==> config.mk <==
export PLATFORM = sky130hd
export DESIGN_NAME = read_request_coalescer
export DESIGN_NICKNAME = d
export VERILOG_FILES = /design/src/rtl/core/rrc_pkg.sv /design/src/rtl/core/rrc_ram.sv /design/src/rtl/core/read_request_coalescer.sv
export SDC_FILE = /design/constraint.sdc
export NUM_CORES = 2
export LEC_CHECK = 0
export BUFFER_PORTS_ARGS = -buffer_cell sky130_fd_sc_hd__buf_2
export CAP_MARGIN = 10
export CORE_ASPECT_RATIO = 1.2
export CORE_MARGIN = 4
export CORE_UTILIZATION = 40
export CTS_CLUSTER_SIZE = 8
export DETAILED_ROUTE_END_ITERATION = 10
export PLACE_DENSITY_LB_ADDON = 0.1
export SETUP_SLACK_MARGIN = 0.2
export SYNTH_ARGS = -nofsm -noshare
export SYNTH_HDL_FRONTEND = slang
export SYNTH_SLANG_ARGS = --single-unit
==> constraint.sdc <==
create_clock -name clock -period 21.8 [get_ports clock]
set_input_delay 4.36 -clock clock [delete_from_list [all_inputs] [get_ports clock]]
set_output_delay 4.36 -clock clock [all_outputs]
set_load 0.1 [all_outputs]
==> src/rtl/core/rrc_pkg.sv <==
`timescale 1ns / 1ps
package rrc_pkg;

   localparam int MAX_TARGETS = 32;
   localparam int IDX_W       = $clog2(MAX_TARGETS);
   localparam int CNT_W       = $clog2(MAX_TARGETS + 1);

   localparam logic [16:0] ADDR_SPACE_END = 17'h10000;

   typedef enum logic [1:0] {
      OP_CLEAR = 2'd0,
      OP_ADD   = 2'd1,
      OP_FETCH = 2'd2,
      OP_NONE  = 2'd3
   } op_type;

   typedef enum logic [2:0] {
      KIND_ACCEPTED = 3'd0,
      KIND_REJECTED = 3'd1,
      KIND_HEADER   = 3'd2,
      KIND_SLICE    = 3'd3,
      KIND_NO_MORE  = 3'd4
   } kind_type;

   typedef enum logic [2:0] {
      CSR_MAX_GAP   = 3'd0,
      CSR_MAX_COILS = 3'd1,
      CSR_MAX_DISC  = 3'd2,
      CSR_MAX_HOLD  = 3'd3,
      CSR_MAX_INPUT = 3'd4
   } csr_index_type;

   typedef enum logic [2:0] {
      PH_LOADING,
      PH_NEWRUN,
      PH_HEADER,
      PH_SLICING,
      PH_DONE
   } phase_type;

   typedef enum logic [3:0] {
      ST_IDLE,
      ST_SORT_RD,
      ST_SORT_KEY,
      ST_SORT_SCAN,
      ST_DISPATCH,
      ST_RUN_FIRST,
      ST_RUN_SCAN,
      ST_SLICE_RD,
      ST_SLICE_CHK,
      ST_EMIT
   } state_type;

   typedef struct packed {
      logic [7:0]  unit;
      logic [1:0]  rtype;
      logic [15:0] start;
      logic [16:0] end_addr;
   } tgt_type;

   typedef struct packed {
      tgt_type          tgt;
      logic [IDX_W-1:0] idx;
   } srt_type;

   typedef struct packed {
      logic [10:0] slice_length;
      logic [15:0] offset_in_target;
      logic [10:0] offset_in_plan;
      logic [4:0]  target_number;
      logic [10:0] plan_quantity;
      logic [15:0] plan_start;
      logic [1:0]  plan_type;
      logic [7:0]  plan_unit;
   } rsp_data_type;

endpackage

==> src/rtl/core/rrc_ram.sv <==
`timescale 1ns / 1ps
module rrc_ram #(
   parameter int WIDTH = 8,
   parameter int DEPTH = 32,
   parameter int AW    = $clog2(DEPTH)
) (
   input  logic             clock,
   input  logic             we,
   input  logic [AW-1:0]    waddr,
   input  logic [WIDTH-1:0] wdata,
   input  logic [AW-1:0]    raddr,
   output logic [WIDTH-1:0] rdata
);

   logic [WIDTH-1:0] mem [DEPTH];
   logic [WIDTH-1:0] rdata_ff;

   always_ff @(posedge clock) begin
      if (we) begin
         mem[waddr] <= wdata;
      end
      rdata_ff <= mem[raddr];
   end

   assign rdata = rdata_ff;

endmodule

==> src/rtl/core/read_request_coalescer.sv <==
`timescale 1ns / 1ps
// Channel   Direction  tdata fields (low bit up)                       tuser
// req_*     in         unit_id, register_type, start_address,          operation
//                      address_count (6 zero pad bits)
// rsp_*     out        plan_unit, plan_type, plan_start, plan_quantity, kind
//                      target_number, offset_in_plan, offset_in_target,
//                      slice_length
// csr_*     in         write enable, register index, 16-bit write data  -
//
// The first fetch after loading ranks each target against all others through
// one RAM read port. Fetches skip targets that miss the chunk, step chunk by
// chunk and gather each run member by member. Reset is synchronous; both RAMs
// need no clearing. A stalled result sits in the output register while the
// next word is taken and worked on.
module read_request_coalescer (
   input  logic        clock,
   input  logic        reset,
   input  logic        req_tvalid,
   output logic        req_tready,
   input  logic [47:0] req_tdata,   // unit_id, register_type, start_address, address_count
   input  logic [1:0]  req_tuser,   // operation
   output logic        rsp_tvalid,
   input  logic        rsp_tready,
   output logic [79:0] rsp_tdata,   // plan_unit, plan_type, plan_start, plan_quantity,
                                    // target_number, offset_in_plan, offset_in_target,
                                    // slice_length
   output logic [2:0]  rsp_tuser,   // kind
   input  logic        csr_we,
   input  logic [2:0]  csr_index,
   input  logic [15:0] csr_wdata
);

   localparam int IW = rrc_pkg::IDX_W;
   localparam int CW = rrc_pkg::CNT_W;

   rrc_pkg::state_type state_ff, state_in;
   rrc_pkg::phase_type phase_ff, phase_in;

   logic [15:0] gap_ff;
   logic [10:0] mc0_ff, mc1_ff;
   logic [6:0]  mc2_ff, mc3_ff;

   logic [CW-1:0] total_ff, total_in;
   logic [CW-1:0] sort_i_ff, sort_i_in;
   logic [CW-1:0] sort_j_ff, sort_j_in;
   logic [IW-1:0] rank_ff, rank_in;
   rrc_pkg::tgt_type key_ff, key_in;

   logic [7:0]  run_unit_ff, run_unit_in;
   logic [1:0]  run_type_ff, run_type_in;
   logic [15:0] run_start_ff, run_start_in;
   logic [16:0] run_end_ff, run_end_in;
   logic [CW-1:0] run_first_ff, run_first_in;
   logic [CW-1:0] run_last_ff, run_last_in;
   logic [CW-1:0] run_next_ff, run_next_in;
   logic [16:0] chunk_ff, chunk_in;
   logic [CW-1:0] slice_ff, slice_in;

   rrc_pkg::kind_type     res_kind_ff, res_kind_in;
   rrc_pkg::rsp_data_type res_ff, res_in;
   logic                  out_valid_ff, out_valid_in;
   logic [2:0]            out_kind_ff, out_kind_in;
   rrc_pkg::rsp_data_type out_ff, out_in;

   logic           tgt_we;
   logic [IW-1:0]  tgt_waddr, tgt_raddr;
   rrc_pkg::tgt_type tgt_wdata, tgt_rdata;
   logic           srt_we;
   logic [IW-1:0]  srt_waddr, srt_raddr;
   rrc_pkg::srt_type srt_wdata, srt_rdata;

   logic          req_fire;
   rrc_pkg::op_type req_op;
   logic [7:0]    req_unit;
   logic [1:0]    req_type;
   logic [15:0]   req_start;
   logic [15:0]   req_count;
   logic [16:0]   add_sum;
   logic [10:0]   max_raw, chunk_max;
   logic [17:0]   chunk_sum;
   logic [16:0]   chunk_end;
   logic [17:0]   gap_limit;
   logic          run_join;
   logic          sort_less;
   logic [IW-1:0] sort_rank_next;
   logic [CW-1:0] sort_dj;
   logic [16:0]   sl_os, sl_oe;
   logic          can_load;

   assign req_tready = (state_ff == rrc_pkg::ST_IDLE);
   assign req_fire   = req_tvalid && req_tready;
   assign req_op     = rrc_pkg::op_type'(req_tuser);
   assign req_unit   = req_tdata[7:0];
   assign req_type   = req_tdata[9:8];
   assign req_start  = req_tdata[25:10];
   assign req_count  = req_tdata[41:26];
   assign add_sum    = {1'b0, req_start} + {1'b0, req_count};
   assign can_load   = !out_valid_ff || rsp_tready;

   rrc_ram #(.WIDTH($bits(rrc_pkg::tgt_type)), .DEPTH(rrc_pkg::MAX_TARGETS)) u_tgt_ram (
      .clock (clock),
      .we    (tgt_we),
      .waddr (tgt_waddr),
      .wdata (tgt_wdata),
      .raddr (tgt_raddr),
      .rdata (tgt_rdata)
   );

   rrc_ram #(.WIDTH($bits(rrc_pkg::srt_type)), .DEPTH(rrc_pkg::MAX_TARGETS)) u_srt_ram (
      .clock (clock),
      .we    (srt_we),
      .waddr (srt_waddr),
      .wdata (srt_wdata),
      .raddr (srt_raddr),
      .rdata (srt_rdata)
   );

   // chunk limit of the current run's type; zero acts as one
   always_comb begin
      case (run_type_ff)
         2'd0:    max_raw = mc0_ff;
         2'd1:    max_raw = mc1_ff;
         2'd2:    max_raw = {4'd0, mc2_ff};
         default: max_raw = {4'd0, mc3_ff};
      endcase
      chunk_max = (max_raw == 11'd0) ? 11'd1 : max_raw;
   end

   assign chunk_sum = {1'b0, chunk_ff} + {7'd0, chunk_max};
   assign chunk_end = (chunk_sum > {1'b0, run_end_ff}) ? run_end_ff : chunk_sum[16:0];
   assign gap_limit = {1'b0, run_end_ff} + {2'd0, gap_ff};
   assign run_join  = (run_next_ff < total_ff)
                      && (srt_rdata.tgt.unit == run_unit_ff)
                      && (srt_rdata.tgt.rtype == run_type_ff)
                      && ({2'd0, srt_rdata.tgt.start} <= gap_limit);

   assign sort_dj   = sort_j_ff - CW'(1);
   assign sort_less = ({tgt_rdata.unit, tgt_rdata.rtype, tgt_rdata.start}
                       < {key_ff.unit, key_ff.rtype, key_ff.start})
                      || (({tgt_rdata.unit, tgt_rdata.rtype, tgt_rdata.start}
                           == {key_ff.unit, key_ff.rtype, key_ff.start})
                          && (sort_dj < sort_i_ff));
   assign sort_rank_next = rank_ff + IW'(sort_less);

   assign sl_os = ({1'b0, srt_rdata.tgt.start} > chunk_ff)
                  ? {1'b0, srt_rdata.tgt.start} : chunk_ff;
   assign sl_oe = (srt_rdata.tgt.end_addr < chunk_end) ? srt_rdata.tgt.end_addr : chunk_end;

   always_comb begin
      state_in = state_ff;
      case (state_ff)
         rrc_pkg::ST_IDLE: begin
            if (req_fire) begin
               case (req_op)
                  rrc_pkg::OP_CLEAR, rrc_pkg::OP_ADD: state_in = rrc_pkg::ST_EMIT;
                  rrc_pkg::OP_FETCH: state_in = (phase_ff == rrc_pkg::PH_LOADING)
                                                ? rrc_pkg::ST_SORT_RD : rrc_pkg::ST_DISPATCH;
                  default: state_in = rrc_pkg::ST_IDLE;
               endcase
            end
         end
         rrc_pkg::ST_SORT_RD:
            state_in = (sort_i_ff == total_ff) ? rrc_pkg::ST_DISPATCH : rrc_pkg::ST_SORT_KEY;
         rrc_pkg::ST_SORT_KEY: state_in = rrc_pkg::ST_SORT_SCAN;
         rrc_pkg::ST_SORT_SCAN:
            if (sort_j_ff == total_ff) begin
               state_in = rrc_pkg::ST_SORT_RD;
            end
         rrc_pkg::ST_DISPATCH: begin
            case (phase_ff)
               rrc_pkg::PH_NEWRUN:
                  state_in = (run_next_ff >= total_ff) ? rrc_pkg::ST_EMIT
                                                       : rrc_pkg::ST_RUN_FIRST;
               rrc_pkg::PH_SLICING: state_in = rrc_pkg::ST_SLICE_RD;
               default: state_in = rrc_pkg::ST_EMIT;
            endcase
         end
         rrc_pkg::ST_RUN_FIRST: state_in = rrc_pkg::ST_RUN_SCAN;
         rrc_pkg::ST_RUN_SCAN:
            if (!run_join) begin
               state_in = rrc_pkg::ST_DISPATCH;
            end
         rrc_pkg::ST_SLICE_RD:
            state_in = (slice_ff < run_last_ff) ? rrc_pkg::ST_SLICE_CHK : rrc_pkg::ST_DISPATCH;
         rrc_pkg::ST_SLICE_CHK:
            state_in = (sl_os < sl_oe) ? rrc_pkg::ST_EMIT : rrc_pkg::ST_SLICE_RD;
         rrc_pkg::ST_EMIT:
            if (can_load) begin
               state_in = rrc_pkg::ST_IDLE;
            end
         default: state_in = rrc_pkg::ST_IDLE;
      endcase
   end

   always_comb begin
      phase_in     = phase_ff;
      total_in     = total_ff;
      sort_i_in    = sort_i_ff;
      sort_j_in    = sort_j_ff;
      rank_in      = rank_ff;
      key_in       = key_ff;
      run_unit_in  = run_unit_ff;
      run_type_in  = run_type_ff;
      run_start_in = run_start_ff;
      run_end_in   = run_end_ff;
      run_first_in = run_first_ff;
      run_last_in  = run_last_ff;
      run_next_in  = run_next_ff;
      chunk_in     = chunk_ff;
      slice_in     = slice_ff;
      res_kind_in  = res_kind_ff;
      res_in       = res_ff;
      tgt_we       = 1'b0;
      tgt_waddr    = total_ff[IW-1:0];
      tgt_wdata    = '{unit: req_unit, rtype: req_type, start: req_start,
                       end_addr: (add_sum > rrc_pkg::ADDR_SPACE_END)
                                 ? rrc_pkg::ADDR_SPACE_END : add_sum};
      tgt_raddr    = '0;
      srt_we       = 1'b0;
      srt_waddr    = sort_rank_next;
      srt_wdata    = '{tgt: key_ff, idx: sort_i_ff[IW-1:0]};
      srt_raddr    = '0;

      case (state_ff)
         rrc_pkg::ST_IDLE: begin
            if (req_fire) begin
               res_in = '0;
               case (req_op)
                  rrc_pkg::OP_CLEAR: begin
                     total_in    = '0;
                     phase_in    = rrc_pkg::PH_LOADING;
                     res_kind_in = rrc_pkg::KIND_ACCEPTED;
                  end
                  rrc_pkg::OP_ADD: begin
                     if (total_ff >= CW'(rrc_pkg::MAX_TARGETS)) begin
                        res_kind_in = rrc_pkg::KIND_REJECTED;
                     end else begin
                        tgt_we               = 1'b1;
                        res_kind_in          = rrc_pkg::KIND_ACCEPTED;
                        res_in.target_number = 5'(total_ff);
                        total_in             = total_ff + CW'(1);
                        phase_in             = rrc_pkg::PH_LOADING;
                     end
                  end
                  rrc_pkg::OP_FETCH: begin
                     sort_i_in = '0;
                  end
                  default: ;
               endcase
            end
         end
         rrc_pkg::ST_SORT_RD: begin
            if (sort_i_ff == total_ff) begin
               phase_in    = rrc_pkg::PH_NEWRUN;
               run_next_in = '0;
            end else begin
               tgt_raddr = sort_i_ff[IW-1:0];
            end
         end
         rrc_pkg::ST_SORT_KEY: begin
            key_in    = tgt_rdata;
            tgt_raddr = '0;
            sort_j_in = CW'(1);
            rank_in   = '0;
         end
         rrc_pkg::ST_SORT_SCAN: begin
            // data in hand belongs to entry sort_j - 1
            rank_in = sort_rank_next;
            if (sort_j_ff == total_ff) begin
               srt_we    = 1'b1;
               sort_i_in = sort_i_ff + CW'(1);
            end else begin
               tgt_raddr = sort_j_ff[IW-1:0];
               sort_j_in = sort_j_ff + CW'(1);
            end
         end
         rrc_pkg::ST_DISPATCH: begin
            res_in = '0;
            case (phase_ff)
               rrc_pkg::PH_NEWRUN: begin
                  if (run_next_ff >= total_ff) begin
                     phase_in    = rrc_pkg::PH_DONE;
                     res_kind_in = rrc_pkg::KIND_NO_MORE;
                  end else begin
                     srt_raddr = run_next_ff[IW-1:0];
                  end
               end
               rrc_pkg::PH_HEADER: begin
                  res_kind_in          = rrc_pkg::KIND_HEADER;
                  res_in.plan_unit     = run_unit_ff;
                  res_in.plan_type     = run_type_ff;
                  res_in.plan_start    = chunk_ff[15:0];
                  res_in.plan_quantity = 11'(chunk_end - chunk_ff);
                  slice_in             = run_first_ff;
                  phase_in             = rrc_pkg::PH_SLICING;
               end
               rrc_pkg::PH_SLICING: ;
               default: res_kind_in = rrc_pkg::KIND_NO_MORE;
            endcase
         end
         rrc_pkg::ST_RUN_FIRST: begin
            run_unit_in  = srt_rdata.tgt.unit;
            run_type_in  = srt_rdata.tgt.rtype;
            run_start_in = srt_rdata.tgt.start;
            run_end_in   = srt_rdata.tgt.end_addr;
            chunk_in     = {1'b0, srt_rdata.tgt.start};
            run_first_in = run_next_ff;
            run_next_in  = run_next_ff + CW'(1);
            srt_raddr    = IW'(run_next_ff + CW'(1));
         end
         rrc_pkg::ST_RUN_SCAN: begin
            if (run_join) begin
               if (srt_rdata.tgt.end_addr > run_end_ff) begin
                  run_end_in = srt_rdata.tgt.end_addr;
               end
               run_next_in = run_next_ff + CW'(1);
               srt_raddr   = IW'(run_next_ff + CW'(1));
            end else begin
               run_last_in = run_next_ff;
               phase_in    = ({1'b0, run_start_ff} < run_end_ff)
                             ? rrc_pkg::PH_HEADER : rrc_pkg::PH_NEWRUN;
            end
         end
         rrc_pkg::ST_SLICE_RD: begin
            if (slice_ff < run_last_ff) begin
               srt_raddr = slice_ff[IW-1:0];
               slice_in  = slice_ff + CW'(1);
            end else begin
               chunk_in = chunk_sum[16:0];
               phase_in = (chunk_sum < {1'b0, run_end_ff})
                          ? rrc_pkg::PH_HEADER : rrc_pkg::PH_NEWRUN;
            end
         end
         rrc_pkg::ST_SLICE_CHK: begin
            res_in                  = '0;
            res_kind_in             = rrc_pkg::KIND_SLICE;
            res_in.plan_unit        = run_unit_ff;
            res_in.plan_type        = run_type_ff;
            res_in.plan_start       = chunk_ff[15:0];
            res_in.plan_quantity    = 11'(chunk_end - chunk_ff);
            res_in.target_number    = 5'(srt_rdata.idx);
            res_in.offset_in_plan   = 11'(sl_os - chunk_ff);
            res_in.offset_in_target = 16'(sl_os - {1'b0, srt_rdata.tgt.start});
            res_in.slice_length     = 11'(sl_oe - sl_os);
         end
         default: ;
      endcase
   end

   // output register: load when empty or being drained
   always_comb begin
      out_in       = out_ff;
      out_kind_in  = out_kind_ff;
      out_valid_in = out_valid_ff && !rsp_tready;
      if ((state_ff == rrc_pkg::ST_EMIT) && can_load) begin
         out_in       = res_ff;
         out_kind_in  = res_kind_ff;
         out_valid_in = 1'b1;
      end
   end

   always_ff @(posedge clock) begin
      if (reset) begin
         state_ff     <= rrc_pkg::ST_IDLE;
         phase_ff     <= rrc_pkg::PH_LOADING;
         total_ff     <= '0;
         out_valid_ff <= 1'b0;
         gap_ff       <= '0;
         mc0_ff       <= 11'd2000;
         mc1_ff       <= 11'd2000;
         mc2_ff       <= 7'd125;
         mc3_ff       <= 7'd125;
         run_unit_ff  <= '0;
         run_type_ff  <= '0;
         run_start_ff <= '0;
         run_end_ff   <= '0;
         run_first_ff <= '0;
         run_last_ff  <= '0;
         run_next_ff  <= '0;
         chunk_ff     <= '0;
         slice_ff     <= '0;
      end else begin
         state_ff     <= state_in;
         phase_ff     <= phase_in;
         total_ff     <= total_in;
         out_valid_ff <= out_valid_in;
         run_unit_ff  <= run_unit_in;
         run_type_ff  <= run_type_in;
         run_start_ff <= run_start_in;
         run_end_ff   <= run_end_in;
         run_first_ff <= run_first_in;
         run_last_ff  <= run_last_in;
         run_next_ff  <= run_next_in;
         chunk_ff     <= chunk_in;
         slice_ff     <= slice_in;
         if (csr_we) begin
            case (rrc_pkg::csr_index_type'(csr_index))
               rrc_pkg::CSR_MAX_GAP:   gap_ff <= csr_wdata;
               rrc_pkg::CSR_MAX_COILS: mc0_ff <= csr_wdata[10:0];
               rrc_pkg::CSR_MAX_DISC:  mc1_ff <= csr_wdata[10:0];
               rrc_pkg::CSR_MAX_HOLD:  mc2_ff <= csr_wdata[6:0];
               rrc_pkg::CSR_MAX_INPUT: mc3_ff <= csr_wdata[6:0];
               default: ;
            endcase
         end
      end
   end

   always_ff @(posedge clock) begin
      sort_i_ff   <= sort_i_in;
      sort_j_ff   <= sort_j_in;
      rank_ff     <= rank_in;
      key_ff      <= key_in;
      res_kind_ff <= res_kind_in;
      res_ff      <= res_in;
      out_ff      <= out_in;
      out_kind_ff <= out_kind_in;
   end

   assign rsp_tvalid = out_valid_ff;
   assign rsp_tdata  = out_ff;
   assign rsp_tuser  = out_kind_ff;

endmodule

# After elaboration in Yosys (flattened, before gate mapping)
# Memories as Yosys holds them, arrays and structs flattened. A register that Yosys moved wholly into a read port is not among the register bits.
# Index checks and enable logic that the tools add are counted.
[word_totals]
romBits = 0
ram_bits = 2912
elab_cells = 240
inputBits = 74
n_memories = 2
reg_bits = 376
latch_bits = 0
[op_classes]
n_mux = 78
magnitude_cmp = 15
n_shift = 0
bitwise_logic = 1
div_mod_pow = 0
reduce_logical = 44
addsub = 14
eq_ne = 43
multipliers = 0
[memory_table]
columns = ["memory", "depth", "word_bits", "read_ports", "rd_ports_with_merged_regs", "wr", "line", "rtl"]
rows = [
  ["u_srt_ram.mem", 32, 48, 1, 1, 1, "rrc_ram.sv:15", "logic [WIDTH-1:0] mem [DEPTH];"],
  ["u_tgt_ram.mem", 32, 43, 1, 1, 1, "rrc_ram.sv:15", ""],
]
[ops]
columns = ["op", "count"]
rows = [
  ["80-bit case mux with 3 select lines", 1],
  ["17-bit 2-to-1 mux", 7],
  ["80-bit 2-to-1 mux", 1],
  ["17-bit case mux with 2 select lines", 2],
  ["6-bit 2-to-1 mux", 9],
  ["6-bit case mux with 2 select lines", 4],
  ["5-bit 2-to-1 mux", 8],
  ["4-bit case mux with 10 select lines", 1],
  ["37-bit 2-to-1 mux", 1],
  ["17-bit less-than comparator", 2],
  ["11-bit case mux with 3 select lines", 1],
  ["11-bit subtractor", 3],
  ["6-bit by 1-bit adder with 6-bit output, second input constant", 5],
  ["4-bit 2-to-1 mux", 7],
  ["3-bit 2-to-1 mux", 9],
  ["26-bit equality test", 1],
  ["26-bit less-than comparator", 1],
  ["2-bit != test, second input constant", 11],
  ["5-bit case mux with 2 select lines", 2],
  ["5-bit case mux with 4 select lines", 1],
  ["17-bit by 11-bit adder with 18-bit output", 1],
  ["17-bit by 16-bit adder with 18-bit output", 1],
  ["18-bit by 17-bit > comparator with 1-bit output", 1],
  ["16-bit by 18-bit less-or-equal comparator with 1-bit output", 1],
  ["other kinds (53)", 114],
]

# Depth between registers and ports, before layout
[depth]
depth_word = 12
ltp_mapped = 54

# By module
# From an unflattened synthesis, not the netlist that was laid out.
[unflattened]
hier_cells = 8735
hier_area_um2 = 138027.4
[modules_own_cells]
columns = ["module", "n_inst", "area_per_inst_um2", "seq_area_each_um2", "cells_per_inst"]
rows = [
  ["rrc_ram (u_srt_ram)", 1, 60735.8, 47085.2, 3364],
  ["rrc_ram (u_tgt_ram)", 1, 54487.3, 42180.5, 3020],
  ["read_request_coalescer", 1, 22804.4, 9789.4, 2351],
]

# Worst setup path after synthesis
# OpenSTA, ideal clock, no wires.
[synth_timing]
kind = "input-to-reg"
start = "input port req_tvalid"
end = "register res_kind_ff[0] (enable)"
setup_ns = 0.358
path_slack_ns = 3.751
stages = 4
required_ns = 21.442
arrival_time_ns = 17.691
cell_sequence = "nor3_1 > a2111oi_0 > nand2_1 > nor2_1"
[synth_between]
elab_chain_cells = 3
[synth_lines]
columns = ["item", "line", "rtl"]
rows = [
  ["start, declared", "read_request_coalescer.sv:18", "input logic req_tvalid,"],
  ["1-bit logical AND", "read_request_coalescer.sv:91", "assign req_fire = req_tvalid && req_tready;"],
  ["2-bit by 1-bit != test with 1-bit output (no source line)", "n/a", ""],
  ["5-bit AND reduction (no source line)", "n/a", ""],
  ["end signal, assigned", "read_request_coalescer.sv:414", "res_kind_ff <= res_kind_in;"],
  ["end, declared", "read_request_coalescer.sv:59", "rrc_pkg::kind_type res_kind_ff, res_kind_in;"],
]
# No other way between the ends.
# A chain may end at the register's enable or synchronous reset.

==> metrics.cfg <==
[placement]
dp.cells=14400
hpwl_um=235000
gp_congestion=0.812
placed_area_mm2=0.145
numPortBuffers=152

[critical_path]
reg2reg_slack_ns=10.14
start_kind=flop
cp_max_fo=28
end_kind=flop
crit_slowest_cell=dfxtp_1
worst_path_most_repeated_cell=a21oi_1
arrival_ns=12.33
path_class=reg -> reg
crit_path_max_incr_delay_ns=0.89
crit_required_ns=22.48
reg2regPathDepth=49
worst-path-buf-inv=5
path_depth=49
critPathTopFamily=compound AO/OA/AOI/OAI gates

[clock_network]
cts_tree=done
ctsResizeCount=0
path_clk_slew_ns=0.05
root_buffer=clkbuf_16
htreeDepth=5
cts.path.max_buffers=4
ctsHoldBuffers=0
clock_latency_ns=0.96
numCtsBuffers=463
cts_sinks=3379
cts_setup_buffers=0

[layout]
multiInputGateArea_mm2=0.0368
fillers=30400
final_core_util_pct=45.9
layout.cells.non_filler=15200
drive_gt1_share_pct=9.65
seq_area_mm2=0.0991
nets=10700
fin_area_mm2=0.158
syn_to_final_growth_pct=14.2

[pwr]
leakage_nw=53.7
switching_share_pct=27.0
combinationalPowerShare_pct=13.3
power_frac_clock_pct=39.5
power.internal_mw=12.2
power.switching_mw=4.52
power.total_mw=16.7
pwr_density_cell_mw_per_mm2=106
ir_drop_v=0.0000878
pwr-share-seq_pct=47.2

[sta]
fin_skew_ns=0.0427
finalHoldViolations=0
tightestPinTransition_ns=1.32
finalCriticalPeriod_ns=11.66
relSlewSlack_pct=11.7
drv_slew=0
setup_tns_ns=0
fin_crit_sh_pct=53.5
grt_setup_unrepaired=no
clock.fmax_mhz=85.8
setup_viol=0

[global_routing]
grt_pass1_vias=84100
grt_pass1_wl_um=604000
grt_usage_pct=23.2
antenna_found_initial=20
met3_usage_pct=2.85
use_met2_pct=41.1
use_met1_pct=29.4
grt-ovfl-total=0
grt_max_degree=197
top_usage_layer=met2

[routing]
antenna_left=0
finalWirelength_um=427000
wl_per_cell_um=28.1
first_pass_iters=7
vias=85900
drt_iter0_markers=7205
vias_per_cell=5.65
drcViolationCount=0

[yosys]
syn-num-nets=10500
yosys-top-cells-area=edfxtp_1 (68%), nand2_1 (4.9%), dfxtp_1 (3.5%)
synth.distinct_cells=78
synth_top_cell_area_share_pct=68.0
ys_ff_latch=3379
ys.flop_type=edfxtp_1
synthesis.area_mm2=0.139
yosysMostFrequentCell=edfxtp_1
postSynthCellCount=10100
yosys_warnings=0
async_flop_share_pct=0
syn_area_per_cell_um2=13.7
synth_common_cells=edfxtp_1 (3138), nand2_1 (1822), a21oi_1 (582)
yosysTopAreaCell=edfxtp_1
synth_edf_count=3138
ys_seq_area_share_pct=71.5

[die]
fp.dieArea_mm2=0.356
die_x_um=545
rows=236
die_y_um=653
io_pins=159
initial_core_util_pct=40.2
core_mm2=0.345

[worst_hold_path]
hp-class=reg -> reg
min_delay_path_depth=0

[run]
cap_viol_max_count=0

[status]
status=finished, final reports clean

[layout by cell type, fill, tap and decap left out, drive strengths merged, types with 65 or more instances in the layout]
cell and count:
nand2 1822, a21oi 582, nand3 245, a22oi 278, a21o 111, a211oi 486, dfxtp 241, inv 168
and2 355, nand4 109, o21ai 84, edfxtp 3138, nor2b 65, clkbuf 757, buf 386, ha 255
a31oi 231, mux2i 269, a32oi 98, nor2 317, a311oi 185, xnor2 78
[power by group through the flow]
stage	Combinational, mW	Sequential [mW]	Clock [mW]
4_1_cts	2.23	7.89	6.75
6_report	2.22	7.88	6.60
5_1_grt	2.43	7.91	7.03
3_3_place_gp	2.19	8.00	0
2_1_floorplan	1.42	7.94	0
3_5_place_dp	2.22	8.01	0
[cells by family after synthesis]
logic type / share of synthesized area (%)
DFF: 71.5
buffers and inverters: 2.40
and+or+nand+nor: 9.79
muxes: 2.23
AOI/OAI and AO/OA: 10.9
adders and majority gates: 2.40
xor gates and xnor gates: 0.727
[metrics by stage]
stage | hold WS [ns] | worst slack (ns)
after floorplan | 0.386 | 3.75
after global placement | 0.404 | 9.90
after detailed placement | 0.405 | 10.21
after CTS | 0.416 | 10.19
after global routing | 0.424 | 9.18
final | 0.416 | 10.14
[per-layer routing]
| metal | wire (um) | part of all wire (%) | up-vias |
|---|---|---|---|
| met5 | 34 | 0.0080 | - |
| met4 | 15900 | 3.7 | 4 |
| li1 | - | - | 38800 |
| met2 | 216000 | 51 | 2395 |
| met1 | 175000 | 41 | 44100 |
| met3 | 19900 | 4.7 | 645 |
[final cells by class]
class	instances	area share (%)
antenna	31	0.0490
clock buffer	756	8.12
clock inverter	23	0.226
inverter	165	0.392
multi-input combinational	5948	23.3
sequential	3379	62.6
tap	4522	3.58
timing repair buffer	387	1.73
[state kept, by name, indices dropped and copies added, names as in the netlist, 7 cells and up]
name             cells
run_start_ff        16
mc0_ff              11
run_unit_ff          8
chunk_ff            17
u_tgt_ram.rdata     43
run_end_ff          17
u_srt_ram.mem     1536
mc1_ff              11
rsp_tdata           80
mc3_ff               7
gap_ff              16
u_srt_ram.rdata     48
key_ff              43
u_tgt_ram.mem     1376
mc2_ff               7
res_ff              80
[final timing paths]
check	start	end
setup / recovery	run_type_ff[0]	res_ff[79]
hold / removal	res_ff[0]	rsp_tdata[0]
setup reg to reg	run_type_ff[0]	res_ff[79]
hold reg to reg	res_ff[0]	rsp_tdata[0]
[worst register-to-register path: cells and delay by family (launching register included)]
| kind | cells | cell delay [ns] |
|---|---|---|
| compound gates | 24 | 5.04 |
| fa+ha+maj | 6 | 1.85 |
| simple gates | 10 | 1.36 |
| buf+inv | 5 | 1.00 |
| mux | 2 | 0.94 |
| flops | 1 | 0.89 |
| xor+xnor | 2 | 0.33 |
No activity file was read; power rests on OpenSTA's default activity.
